**config.mk**
```make
export PLATFORM = sky130hd
export DESIGN_NAME = idea_ctrl
export DESIGN_NICKNAME = d
export VERILOG_FILES = /design/src/idea_pkg.sv /design/src/idea_ctrl.sv
export SDC_FILE = /design/constraint.sdc
export NUM_CORES = 1
export LEC_CHECK = 0
export BUFFER_PORTS_ARGS = -buffer_cell sky130_fd_sc_hd__buf_2
export CORE_MARGIN = 2
export CORE_UTILIZATION = 45
export DETAILED_ROUTE_END_ITERATION = 8
export SYNTH_ARGS = -nofsm -noshare
export SYNTH_HDL_FRONTEND = slang
export SYNTH_SLANG_ARGS = --single-unit
export TNS_END_PERCENT = 50
```
**constraint.sdc**
```tcl
create_clock -name clk -period 6.62 [get_ports clk]
set_clock_uncertainty 0.15 [all_clocks]
set_input_delay 0.331 -clock clk [delete_from_list [all_inputs] [get_ports clk]]
set_output_delay 0.331 -clock clk [all_outputs]
set_load 0.005 [all_outputs]
```
**src/idea_pkg.sv**
```systemverilog
// ----------------------------------------------------------------------------
// IDEA cipher package
// Shared widths, register indexes, datapath operation codes and the
// command and status structs between the controller and the datapath.
// ----------------------------------------------------------------------------
package idea_pkg;

  localparam int ROUNDS_DEFAULT = 8;
  localparam int WORD_W         = 16;
  localparam int BLOCK_W        = 64;
  localparam int KEY_IDX_W      = 6;
  localparam int MEM_AW         = KEY_IDX_W + 1;
  localparam int ROUND_W        = 4;
  localparam int CFG_IDX_W      = 2;
  localparam int NKEYS          = 52;

  localparam logic [CFG_IDX_W-1:0] REG_KEY_HIGH     = 2'd0;
  localparam logic [CFG_IDX_W-1:0] REG_KEY_LOW      = 2'd1;
  localparam logic [CFG_IDX_W-1:0] REG_DECRYPT_MODE = 2'd2;

  typedef enum logic [4:0] {
    OP_NONE,
    OP_LOAD,
    OP_MUL_IN,
    OP_RED_ADD,
    OP_MUL_T0,
    OP_RED_T0,
    OP_MUL_T1,
    OP_FINISH,
    OP_OUT_FIN,
    OP_OUT_LOAD,
    OP_KS_INIT,
    OP_KS_ENC,
    OP_DEC_NEG,
    OP_DEC_COPY,
    OP_INV_LOAD,
    OP_INV_SQ,
    OP_INV_MA,
    OP_INV_LATCH,
    OP_INV_WR
  } op_t;

  typedef struct packed {
    op_t               op;
    logic              cfg_we;
    logic              rot_long;
    logic [MEM_AW-1:0] rd_addr_a;
    logic [MEM_AW-1:0] rd_addr_b;
    logic [MEM_AW-1:0] wr_addr;
  } dp_cmd_t;

  typedef struct packed {
    logic decrypt_mode;
  } dp_status_t;

endpackage

```
**src/idea_ctrl.sv**
```systemverilog
// ----------------------------------------------------------------------------
// IDEA controller
// Sequences the subkey schedule, the rounds of each item and the handshakes,
// and issues one datapath command per cycle.
// ----------------------------------------------------------------------------
module idea_ctrl #(
  parameter int ROUNDS = idea_pkg::ROUNDS_DEFAULT
) (
  input  logic                           clk,
  input  logic                           rst,
  input  logic                           in_valid,
  output logic                           in_stall,
  output logic                           out_valid,
  input  logic                           out_stall,
  input  logic                           cfg_valid,
  output logic                           cfg_ready,
  input  logic [idea_pkg::CFG_IDX_W-1:0] cfg_index,
  output idea_pkg::dp_cmd_t              cmd,
  input  idea_pkg::dp_status_t           status
);

  localparam int KW = idea_pkg::KEY_IDX_W;
  localparam logic [idea_pkg::ROUND_W-1:0] LAST_ROUND = idea_pkg::ROUND_W'(ROUNDS);
  localparam logic [KW-1:0] LAST_BASE = KW'(6 * ROUNDS);
  localparam logic [KW-1:0] LAST_KEY  = KW'(idea_pkg::NKEYS - 1);
  localparam logic [3:0]    INV_STEPS = 4'd14;

  localparam logic [4:0] S_KS_INIT = 5'd0;
  localparam logic [4:0] S_KS_ENC  = 5'd1;
  localparam logic [4:0] S_KD_RD   = 5'd2;
  localparam logic [4:0] S_KD_OP   = 5'd3;
  localparam logic [4:0] S_KI_SQ   = 5'd4;
  localparam logic [4:0] S_KI_SQL  = 5'd5;
  localparam logic [4:0] S_KI_MA   = 5'd6;
  localparam logic [4:0] S_KI_MAL  = 5'd7;
  localparam logic [4:0] S_KI_WR   = 5'd8;
  localparam logic [4:0] S_IDLE    = 5'd9;
  localparam logic [4:0] S_P0      = 5'd10;
  localparam logic [4:0] S_P1      = 5'd11;
  localparam logic [4:0] S_P2      = 5'd12;
  localparam logic [4:0] S_P3      = 5'd13;
  localparam logic [4:0] S_P4      = 5'd14;
  localparam logic [4:0] S_P5      = 5'd15;
  localparam logic [4:0] S_OF      = 5'd16;
  localparam logic [4:0] S_DONE    = 5'd17;

  logic [4:0]                   state, state_next;
  logic [idea_pkg::ROUND_W-1:0] rnd, rnd_next;
  logic [KW-1:0]                base, base_next;
  logic [KW-1:0]                sbase, sbase_next;
  logic [KW-1:0]                idx, idx_next;
  logic [2:0]                   w, w_next;
  logic [3:0]                   cnt, cnt_next;
  logic                         out_valid_next;
  logic                         advance;
  logic                         edge_round;
  logic [KW-1:0]                src;
  logic                         mode;

  assign mode       = status.decrypt_mode;
  assign edge_round = (rnd == '0) || (rnd == LAST_ROUND);
  assign cfg_ready  = (state == S_IDLE);
  assign in_stall   = (state != S_IDLE) || cfg_valid;

  // Source entry of the encryption table for decryption entry (rnd, w).
  always_comb begin
    unique case (w)
      3'd0:    src = sbase;
      3'd1:    src = edge_round ? sbase + 6'd1 : sbase + 6'd2;
      3'd2:    src = edge_round ? sbase + 6'd2 : sbase + 6'd1;
      3'd3:    src = sbase + 6'd3;
      3'd4:    src = sbase - 6'd2;
      3'd5:    src = sbase - 6'd1;
      default: src = sbase;
    endcase
  end

  always_comb begin
    state_next     = state;
    rnd_next       = rnd;
    base_next      = base;
    sbase_next     = sbase;
    idx_next       = idx;
    w_next         = w;
    cnt_next       = cnt;
    out_valid_next = out_valid && out_stall;
    advance        = 1'b0;

    cmd           = '0;
    cmd.op        = idea_pkg::OP_NONE;
    cmd.rd_addr_a = {mode, 6'd0};
    cmd.rd_addr_b = {mode, 6'd3};
    cmd.wr_addr   = {1'b1, base + {3'b000, w}};

    unique case (state)
      S_KS_INIT: begin
        cmd.op     = idea_pkg::OP_KS_INIT;
        idx_next   = '0;
        state_next = S_KS_ENC;
      end
      S_KS_ENC: begin
        cmd.op       = idea_pkg::OP_KS_ENC;
        cmd.wr_addr  = {1'b0, idx};
        cmd.rot_long = (idx[2:0] == 3'd7);
        if (idx == LAST_KEY) begin
          rnd_next   = '0;
          base_next  = '0;
          w_next     = '0;
          sbase_next = LAST_BASE;
          state_next = S_KD_RD;
        end else begin
          idx_next = idx + 6'd1;
        end
      end
      S_KD_RD: begin
        cmd.rd_addr_a = {1'b0, src};
        state_next    = S_KD_OP;
      end
      S_KD_OP: begin
        if (w == 3'd0 || w == 3'd3) begin
          cmd.op     = idea_pkg::OP_INV_LOAD;
          cnt_next   = '0;
          state_next = S_KI_SQ;
        end else begin
          cmd.op  = (w == 3'd1 || w == 3'd2) ? idea_pkg::OP_DEC_NEG : idea_pkg::OP_DEC_COPY;
          advance = 1'b1;
        end
      end
      // The inverse is x to the power 65535, built by square and multiply.
      S_KI_SQ: begin
        cmd.op     = idea_pkg::OP_INV_SQ;
        state_next = S_KI_SQL;
      end
      S_KI_SQL: begin
        cmd.op     = idea_pkg::OP_INV_LATCH;
        state_next = S_KI_MA;
      end
      S_KI_MA: begin
        cmd.op     = idea_pkg::OP_INV_MA;
        state_next = S_KI_MAL;
      end
      S_KI_MAL: begin
        cmd.op = idea_pkg::OP_INV_LATCH;
        if (cnt == INV_STEPS) begin
          state_next = S_KI_WR;
        end else begin
          cnt_next   = cnt + 4'd1;
          state_next = S_KI_SQ;
        end
      end
      S_KI_WR: begin
        cmd.op  = idea_pkg::OP_INV_WR;
        advance = 1'b1;
      end
      S_IDLE: begin
        if (cfg_valid) begin
          cmd.cfg_we = 1'b1;
          if (cfg_index == idea_pkg::REG_KEY_HIGH || cfg_index == idea_pkg::REG_KEY_LOW) begin
            state_next = S_KS_INIT;
          end
        end else if (in_valid) begin
          cmd.op     = idea_pkg::OP_LOAD;
          rnd_next   = '0;
          base_next  = '0;
          state_next = S_P0;
        end
      end
      // Phases P0, P1, P3 and P5 fetch the subkeys that the following phase uses.
      S_P0: begin
        cmd.op        = idea_pkg::OP_MUL_IN;
        cmd.rd_addr_a = {mode, base + 6'd1};
        cmd.rd_addr_b = {mode, base + 6'd2};
        state_next    = (rnd == LAST_ROUND) ? S_OF : S_P1;
      end
      S_P1: begin
        cmd.op        = idea_pkg::OP_RED_ADD;
        cmd.rd_addr_a = {mode, base + 6'd4};
        state_next    = S_P2;
      end
      S_P2: begin
        cmd.op     = idea_pkg::OP_MUL_T0;
        state_next = S_P3;
      end
      S_P3: begin
        cmd.op        = idea_pkg::OP_RED_T0;
        cmd.rd_addr_a = {mode, base + 6'd5};
        state_next    = S_P4;
      end
      S_P4: begin
        cmd.op     = idea_pkg::OP_MUL_T1;
        state_next = S_P5;
      end
      S_P5: begin
        cmd.op        = idea_pkg::OP_FINISH;
        cmd.rd_addr_a = {mode, base + 6'd6};
        cmd.rd_addr_b = {mode, base + 6'd9};
        base_next     = base + 6'd6;
        rnd_next      = rnd + 4'd1;
        state_next    = S_P0;
      end
      S_OF: begin
        cmd.op     = idea_pkg::OP_OUT_FIN;
        state_next = S_DONE;
      end
      S_DONE: begin
        if (!out_valid || !out_stall) begin
          cmd.op         = idea_pkg::OP_OUT_LOAD;
          out_valid_next = 1'b1;
          state_next     = S_IDLE;
        end
      end
      default: begin
        state_next = S_IDLE;
      end
    endcase

    // Step to the next decryption entry; the last round has no entries 4, 5.
    if (advance) begin
      if (rnd == LAST_ROUND && w == 3'd3) begin
        state_next = S_IDLE;
      end else if (w == 3'd5) begin
        w_next     = '0;
        rnd_next   = rnd + 4'd1;
        base_next  = base + 6'd6;
        sbase_next = sbase - 6'd6;
        state_next = S_KD_RD;
      end else begin
        w_next     = w + 3'd1;
        state_next = S_KD_RD;
      end
    end
  end

  always_ff @(posedge clk) begin
    if (rst) begin
      state     <= S_KS_INIT;
      out_valid <= 1'b0;
      rnd       <= '0;
    end else begin
      state     <= state_next;
      out_valid <= out_valid_next;
      rnd       <= rnd_next;
    end
  end

  always_ff @(posedge clk) begin
    base  <= base_next;
    sbase <= sbase_next;
    idx   <= idx_next;
    w     <= w_next;
    cnt   <= cnt_next;
  end

  a_no_item_with_cfg: assert property (@(posedge clk) disable iff (rst)
    (in_valid && !in_stall) |-> cfg_ready)
    else $error("item accepted outside the idle state");

  a_key_write_rebuilds: assert property (@(posedge clk) disable iff (rst)
    (cfg_valid && cfg_ready &&
     (cfg_index == idea_pkg::REG_KEY_HIGH || cfg_index == idea_pkg::REG_KEY_LOW))
    |=> (state == S_KS_INIT))
    else $error("key write did not restart the subkey schedule");

  a_out_transform_done: assert property (@(posedge clk) disable iff (rst)
    (state == S_OF) |=> (state == S_DONE))
    else $error("output transform not followed by result hand-off");

  a_result_held: assert property (@(posedge clk) disable iff (rst)
    (state == S_DONE && out_valid && out_stall) |=> (state == S_DONE && out_valid))
    else $error("finished item dropped while the output was stalled");

  a_round_range: assert property (@(posedge clk) disable iff (rst)
    (rnd <= LAST_ROUND))
    else $error("round counter out of range");

endmodule

```
==> results.yml, run 1 <==
detailed_routing:
  post-route-drc-count: 0
  vias: 3555
  drt.antenna.violating_nets: 0
  post_drt_via_cell_ratio: 5.97
  drt_wl_total_mm: 9.87
  avgRoutedWirePerCell_um: 16.6
  dr.pass1.iters: 5
  drtIter0Drc: 278
pwr:
  clock_power_share: 0.117
  ir_worst_vdd_mv: 0.187
  p_int_uw: 671
  power_frac_seq: 0.324
  p_per_area_nw_per_um2: 361
  static-leakage-power_nw: 1.49
  logic_gate_share_of_total_power: 0.559
  total_switching_power_uw: 701
  sw_frac_of_total: 0.511
floorplanning:
  dieArea_um2: 8550
  io-pin-count: 39
  floorplan.die.width_um: 92.4
  core-area_um2: 7650
  start_util: 0.460
  die-height_um: 92.4
  fp-row-count: 32
cells_and_area:
  area_growth_pct: 7.96
  final_layout_size_suffix_gt1_frac: 0.140
  n_antenna_cell: 0
  finish.net_count: 522
  fillerInstances: 778
  postLayoutCoreUtil: 0.497
  finalNonFillerCells: 595
  post-route-cell-area_um2: 3800
timing:
  tightest_slew_margin_relative_to_the_limit: 0.442
  setup_total_negative_slack_ns: 0
  period_needed_ns: 3.49
  max_slew.worst_pin.slew_ns: 0.836
  final-hold-violation-count: 0
  timing.fmax_mhz: 286
  rsz0062_at_grt: "no"
  slew_violations: 0
  finalSetupViolations: 0
  final_min_period_over_clock_period: 0.527
logic_synthesis:
  mappedNetlistArea_um2: 3520
  synth_cell_types: 72
  async_flop_share: 0
  syn-instance-count: 481
  syn_avg_cell_area_um2: 7.32
  synth.net_count: 511
  postSynth.topFlopCell: "dfxtp_1"
  synth.ff_latch_count: 35
  synth_enable_flop_cells: 12
  synthesis.yosys.warnings: 0
  synth_seq_area_share: 0.233
flow_run:
  max-cap-violations: 0
cts:
  cts_tree: "built"
  tritoncts_num_sinks: 35
  cts_hold_repair_buffers: 0
  number_of_buffers_created_by_cts: 5
  clk_latency_ns: 0.29
  path_clk_slew_ns: 0.08
  htreeDepth: 2
  cts.repair_timing.setup_buffer_count: 0
  post_cts_resized: 0
  cell_chosen_for_the_clock_root: "clkbuf_8"
  clock_path_buffers: 2
placement:
  dp.final_hpwl_mm: 7.18
  place_inst: 587
  dpl_cell_area_um2: 3720
  finalWeightedCongestion: 0.890
  placement.io_buffers: 37
worst_setup_path:
  worst-path-max-fanout: 22
  class_of_the_most_critical_setup_path: "reg -> reg"
  worst_setup_sp_type: "flop"
  worst_setup_path_end_kind: "flop"
  critPathArrivalTime_ns: 3.55
  critPathRequiredTime_ns: 6.68
global_route:
  grt.total_usage: 0.244
  antenna_violations_before_repair: 0
  first_global_vias: 3217
  grt_max_degree: 27
  globalRouteOverflowTotal: 0
  first_pass_grt_wire_length_mm: 16.7
min_path:
  hold_class: "in -> reg"
status:
  run_status: "finished, final reports clean"
==> state kept, by name, summed over array words and instances (netlist names) <==
signal / count
cnt: 4
base: 6
sbase: 6
w: 3
idx: 6
rnd: 4
out_valid: 1
state: 5
==> final cells by class <==
class,count,area [um2],area share
inverter,23,88.8,0.0234
tap,102,128,0.0336
multi-input combinational,386,2460,0.648
clock buffer,6,72.6,0.0191
clock inverter,2,11.3,0.00296
timing repair buffer,41,215,0.0566
sequential,35,821,0.216
==> critical path, stage by stage, from the launching register on <==
cell       delay (ns)
dfxtp_1          0.79
clkinv_1         0.46
nor2_1           0.28
ha_1             0.30
nor4_4           0.08
o21ai_2          0.59
o2bb2ai_2        0.29
and3_1           0.27
nor4_2           0.20
==> Yosys cell counts (6+ instances only) <==
master | number | area share
o21ai_0 | 37 | 0.053
edfxtp_1 | 12 | 0.10
nand2_1 | 41 | 0.044
o22ai_1 | 8 | 0.014
inv_1 | 19 | 0.020
clkbuf_1 | 30 | 0.032
xnor2_1 | 13 | 0.032
a21oi_1 | 44 | 0.063
nand3_1 | 23 | 0.033
a31oi_1 | 8 | 0.014
o211ai_1 | 6 | 0.013
a211oi_1 | 6 | 0.013
xor2_1 | 12 | 0.030
nand2b_1 | 8 | 0.014
nor2_1 | 51 | 0.054
dfxtp_1 | 23 | 0.13
nor3_1 | 13 | 0.018
ha_1 | 21 | 0.075
nor2b_1 | 6 | 0.011
==> path summary, 6_finish.rpt <==
| path | start | end | slack, ns | cells after the start |
|---|---|---|---|---|
| hold / removal | rst | rnd[3] | 0.19 | 2 |
| setup / recovery | w[0] | rnd[2] | 3.13 | 8 |
| hold reg to reg | rnd[0] | rnd[0] | 0.39 | 1 |
| setup reg to reg | w[0] | rnd[2] | 3.13 | 8 |
==> power by group through the flow <==
stage / Clock [mW] / Sequential [mW] / Combinational (mW)
3_5_place_dp: 0 / 0.447 / 0.759
3_3_place_gp: 0 / 0.446 / 0.749
6_report: 0.160 / 0.445 / 0.767
4_1_cts: 0.166 / 0.442 / 0.765
2_1_floorplan: 0 / 0.326 / 0.651
5_1_grt: 0.176 / 0.465 / 0.863
==> routing by layer <==
metal | part of all wire | track usage | vias to the layer above | routed length [um]
met3 | 0.062 | 0.0342 | 9 | 610
met5 | 0 | 0 | - | 0
met1 | 0.48 | 0.359 | 1626 | 4690
met4 | 0.013 | 0.0634 | 0 | 132
met2 | 0.45 | 0.373 | 136 | 4430
li1 | - | - | 1784 | -
==> cell families after synthesis <==
group / share of synthesized area
compound gates: 0.289
flops: 0.233
simple gates: 0.265
mux: 0.00320
fa+ha+maj: 0.0803
xor+xnor: 0.0622
buf+inv: 0.0668
==> metrics by stage <==
| step | hold WS [ns] | worst slack [ns] | total power, mW |
|---|---|---|---|
| finish | 0.188 | 3.13 | 1.37 |
| global route | 0.177 | 2.92 | 1.50 |
| CTS | 0.184 | 3.18 | 1.37 |
| detailed placement | 0.373 | 3.20 | 1.21 |
| global placement | 0.369 | 3.20 | 1.20 |
| floorplan | 0.338 | 4.18 | 0.977 |
==> cell usage in the layout (no fill, tap or decap), types with 6 or more instances in the layout <==
master | netlist | final
nor2_1 | 51 | 51
nand3_1 | 23 | 23
buf_2 | 3 | 37
xnor2_1 | 13 | 13
o22ai_1 | 8 | 8
inv_1 | 19 | 19
dfxtp_1 | 23 | 23
nand2b_1 | 8 | 8
a31oi_1 | 8 | 8
ha_1 | 21 | 21
xor2_1 | 12 | 12
o211ai_1 | 6 | 6
a211oi_1 | 6 | 6
a21oi_1 | 44 | 44
o21ai_0 | 37 | 37
edfxtp_1 | 12 | 12
nor2b_1 | 6 | 6
nand2_1 | 41 | 41
nor3_1 | 13 | 13
Power figures use the tool's default switching activity.
==> inputs of run 2 (changes only) <==
- ABC_AREA: default -> 1
- clock period: 6.62 -> 3.6 ns (I/O delays scaled with it)
==> results.yml, run 2 <==
floorplanning:
  die-height_um: 91.3
  floorplan.die.width_um: 91.3
  core-area_um2: 7330
  dieArea_um2: 8340
  fp-row-count: 31
  io-pin-count: 39
  start_util: 0.468
worst_setup_path:
  worst-path-max-fanout: 7
  critPathRequiredTime_ns: 3.27
  worstSetupStartpoint: "state[2]"
  worst_setup_sp_type: "flop"
  class_of_the_most_critical_setup_path: "reg -> out"
  worst_setup_path_end_kind: "primary output"
  r2r.worst_path.cells: 10
  timing.rr.end: "sbase[4]"
  start_of_the_worst_register_to_register_path: "w[0]"
  rrSetupSlack_ns: 1.30
  critPathArrivalTime_ns: 2.49
min_path:
  worst_hold_path.endpoint: "out_valid"
  hold_class: "in -> reg"
  worst_hold_startpoint: "rst"
  timing.hold.worst_path_depth: 2
cells_and_area:
  layout.cells.most_common_list: "nand2_1, inv_1, nor2_1"
  area_growth_pct: 10.1
  finalNonFillerCells: 672
  fillerInstances: 777
  finish.net_count: 602
  final_layout_size_suffix_gt1_frac: 0.150
  top_regs: "base x6, idx x6, sbase x6"
  n_antenna_cell: 0
  final_common_cell: "nand2_1"
cts:
  cts.repair_timing.setup_buffer_count: 0
  post_cts_resized: 0
  htreeDepth: 2
  path_clk_slew_ns: 0.08
  clk_latency_ns: 0.30
  number_of_buffers_created_by_cts: 5
  cts_hold_repair_buffers: 1
  tritoncts_num_sinks: 35
  clock_path_buffers: 2
  cts_tree: "built"
  cell_chosen_for_the_clock_root: "clkbuf_8"
global_route:
  first_pass_grt_wire_length_mm: 16.2
  globalRouteOverflowTotal: 0
  grt_max_degree: 16
  grt.total_usage: 0.238
  first_global_vias: 3403
  antenna_violations_before_repair: 0
detailed_routing:
  drt.antenna.violating_nets: 0
  dr.pass1.iters: 4
  topRoutingLayerUsed: "met4"
  met3_wirelength_um: 399
  avgRoutedWirePerCell_um: 14.3
  vias: 3587
  wl_met2_mm: 4.47
  drt_wl_total_mm: 9.60
  post_drt_via_cell_ratio: 5.34
  post-route-drc-count: 0
  routedLengthMet1_mm: 4.59
  drtIter0Drc: 187
timing:
  rsz0062_at_grt: "no"
  final_min_period_over_clock_period: 0.784
  final_critical_path_setup_slack_ns: 0.777
  slew_violations: 0
  finalSetupViolations: 0
  final-hold-violation-count: 0
  timing.fmax_mhz: 354
  setup_total_negative_slack_ns: 0
  fin_worst_hold_slack_ns: 0.0371
  period_needed_ns: 2.82
  max_slew.worst_pin.slew_ns: 0.881
  tightest_slew_margin_relative_to_the_limit: 0.406
logic_synthesis:
  syn_avg_cell_area_um2: 6.39
  postSynth.topFlopCell: "dfxtp_1"
  async_flop_share: 0
  syn-instance-count: 537
  synthesis.yosys.warnings: 0
  synth_top_area_cell: "dfxtp_1"
  netlist_top_cells_area: "dfxtp_1, nand2_1, edfxtp_1, ha_1, nand3_1"
  synth.net_count: 567
  synth.most_common_cell: "nand2_1"
  mappedNetlistArea_um2: 3430
  synth.ff_latch_count: 35
  synth_top_cell_area_share: 0.134
  synth_enable_flop_cells: 12
  commonest_cells_in_the_netlist: "nand2_1, inv_1, nor2_1"
  synth_cell_types: 42
  synth_seq_area_share: 0.239
flow_run:
  max-cap-violations: 0
pwr:
  p_per_area_nw_per_um2: 720
  static-leakage-power_nw: 1.86
  ir_worst_vdd_mv: 0.447
placement:
  place_inst: 663
  pre_cts_slack_ns: 1.15
  placement.io_buffers: 37
  finalWeightedCongestion: 0.942
  dp.final_hpwl_mm: 7.61
status:
  run_status: "finished, final reports clean"
-- run 2: changes by cell type after synthesis, moves of 6 or more --
cell      change
nand2b_1      -8
inv_2        +15
nand3_1      +26
a211oi_1      -6
inv_1        +46
xnor2_1       -8
nand2_2       +7
o21ai_1       +7
clkbuf_1     -29
a21oi_1      -17
xor2_1        +7
nand2_1      +77
nor2b_1       -6
nor2_1        +8
-- run 2: cells by family after synthesis --
group,share of synthesized area
adders and majority gates,0.0824
and+or+nand+nor,0.364
xor gates and xnor gates,0.0612
muxes,0.00292
DFF,0.239
buffers and inverters,0.109
AOI/OAI and AO/OA,0.141
-- run 2: cell type report --
cell class / instances / area [um2] / share of cell area
Timing Repair Buffer: 38 / 195 / 0.0516
Multi-Input combinational cell: 407 / 2240 / 0.592
Inverter: 85 / 319 / 0.0844
Sequential cell: 35 / 821 / 0.217
Tap cell: 99 / 124 / 0.0328
Clock buffer: 6 / 72.6 / 0.0192
Clock inverter: 2 / 12.5 / 0.00331
-- run 2: worst max-delay path: stages, from the launching register on --
cell	delay [ns]
dfxtp_1	0.50
nand3_2	0.23
nor2_1	0.30
ha_1	0.21
nand3_1	0.08
nand2_1	0.08
inv_1	0.05
nor2_1	0.16
nand3_1	0.10
nand3_1	0.11
o221ai_1	0.13
inv_1	0.08
nand2_1	0.05
buf_2	0.12
-- run 2: worst max-delay path by stage --
stage	end	slack, ns	cells past startpoint
floorplan	cmd[19]	1.64	13
global placement	cmd[19]	1.15	13
detailed placement	cmd[19]	1.15	13
CTS	cmd[19]	0.81	13
global route	cmd[19]	0.58	13
finish	cmd[19]	0.78	13
-- run 2: where the power goes --
part	internal, mW	total, mW	switching (mW)
logic	0.589	1.66	1.07
registers	0.550	0.765	0.215
clock network	0.135	0.295	0.159
total	1.27	2.72	1.45
-- run 2: routing by layer --
metal,vias up,global-route usage
li1,1835,-
met1,1652,0.328
met2,87,0.396
met3,13,0.0282
met4,0,0.0568
met5,-,0
-- run 2: stage by stage --
| stage | util | area, um2 | total power, mW |
|---|---|---|---|
| after floorplan | - | 3430 | 1.95 |
| after global placement | 0.503 | 3680 | 2.41 |
| after detailed placement | 0.503 | 3680 | 2.43 |
| after CTS | 0.516 | 3780 | 2.73 |
| after global routing | 0.516 | 3780 | 3.01 |
| final | 0.516 | 3780 | 2.72 |
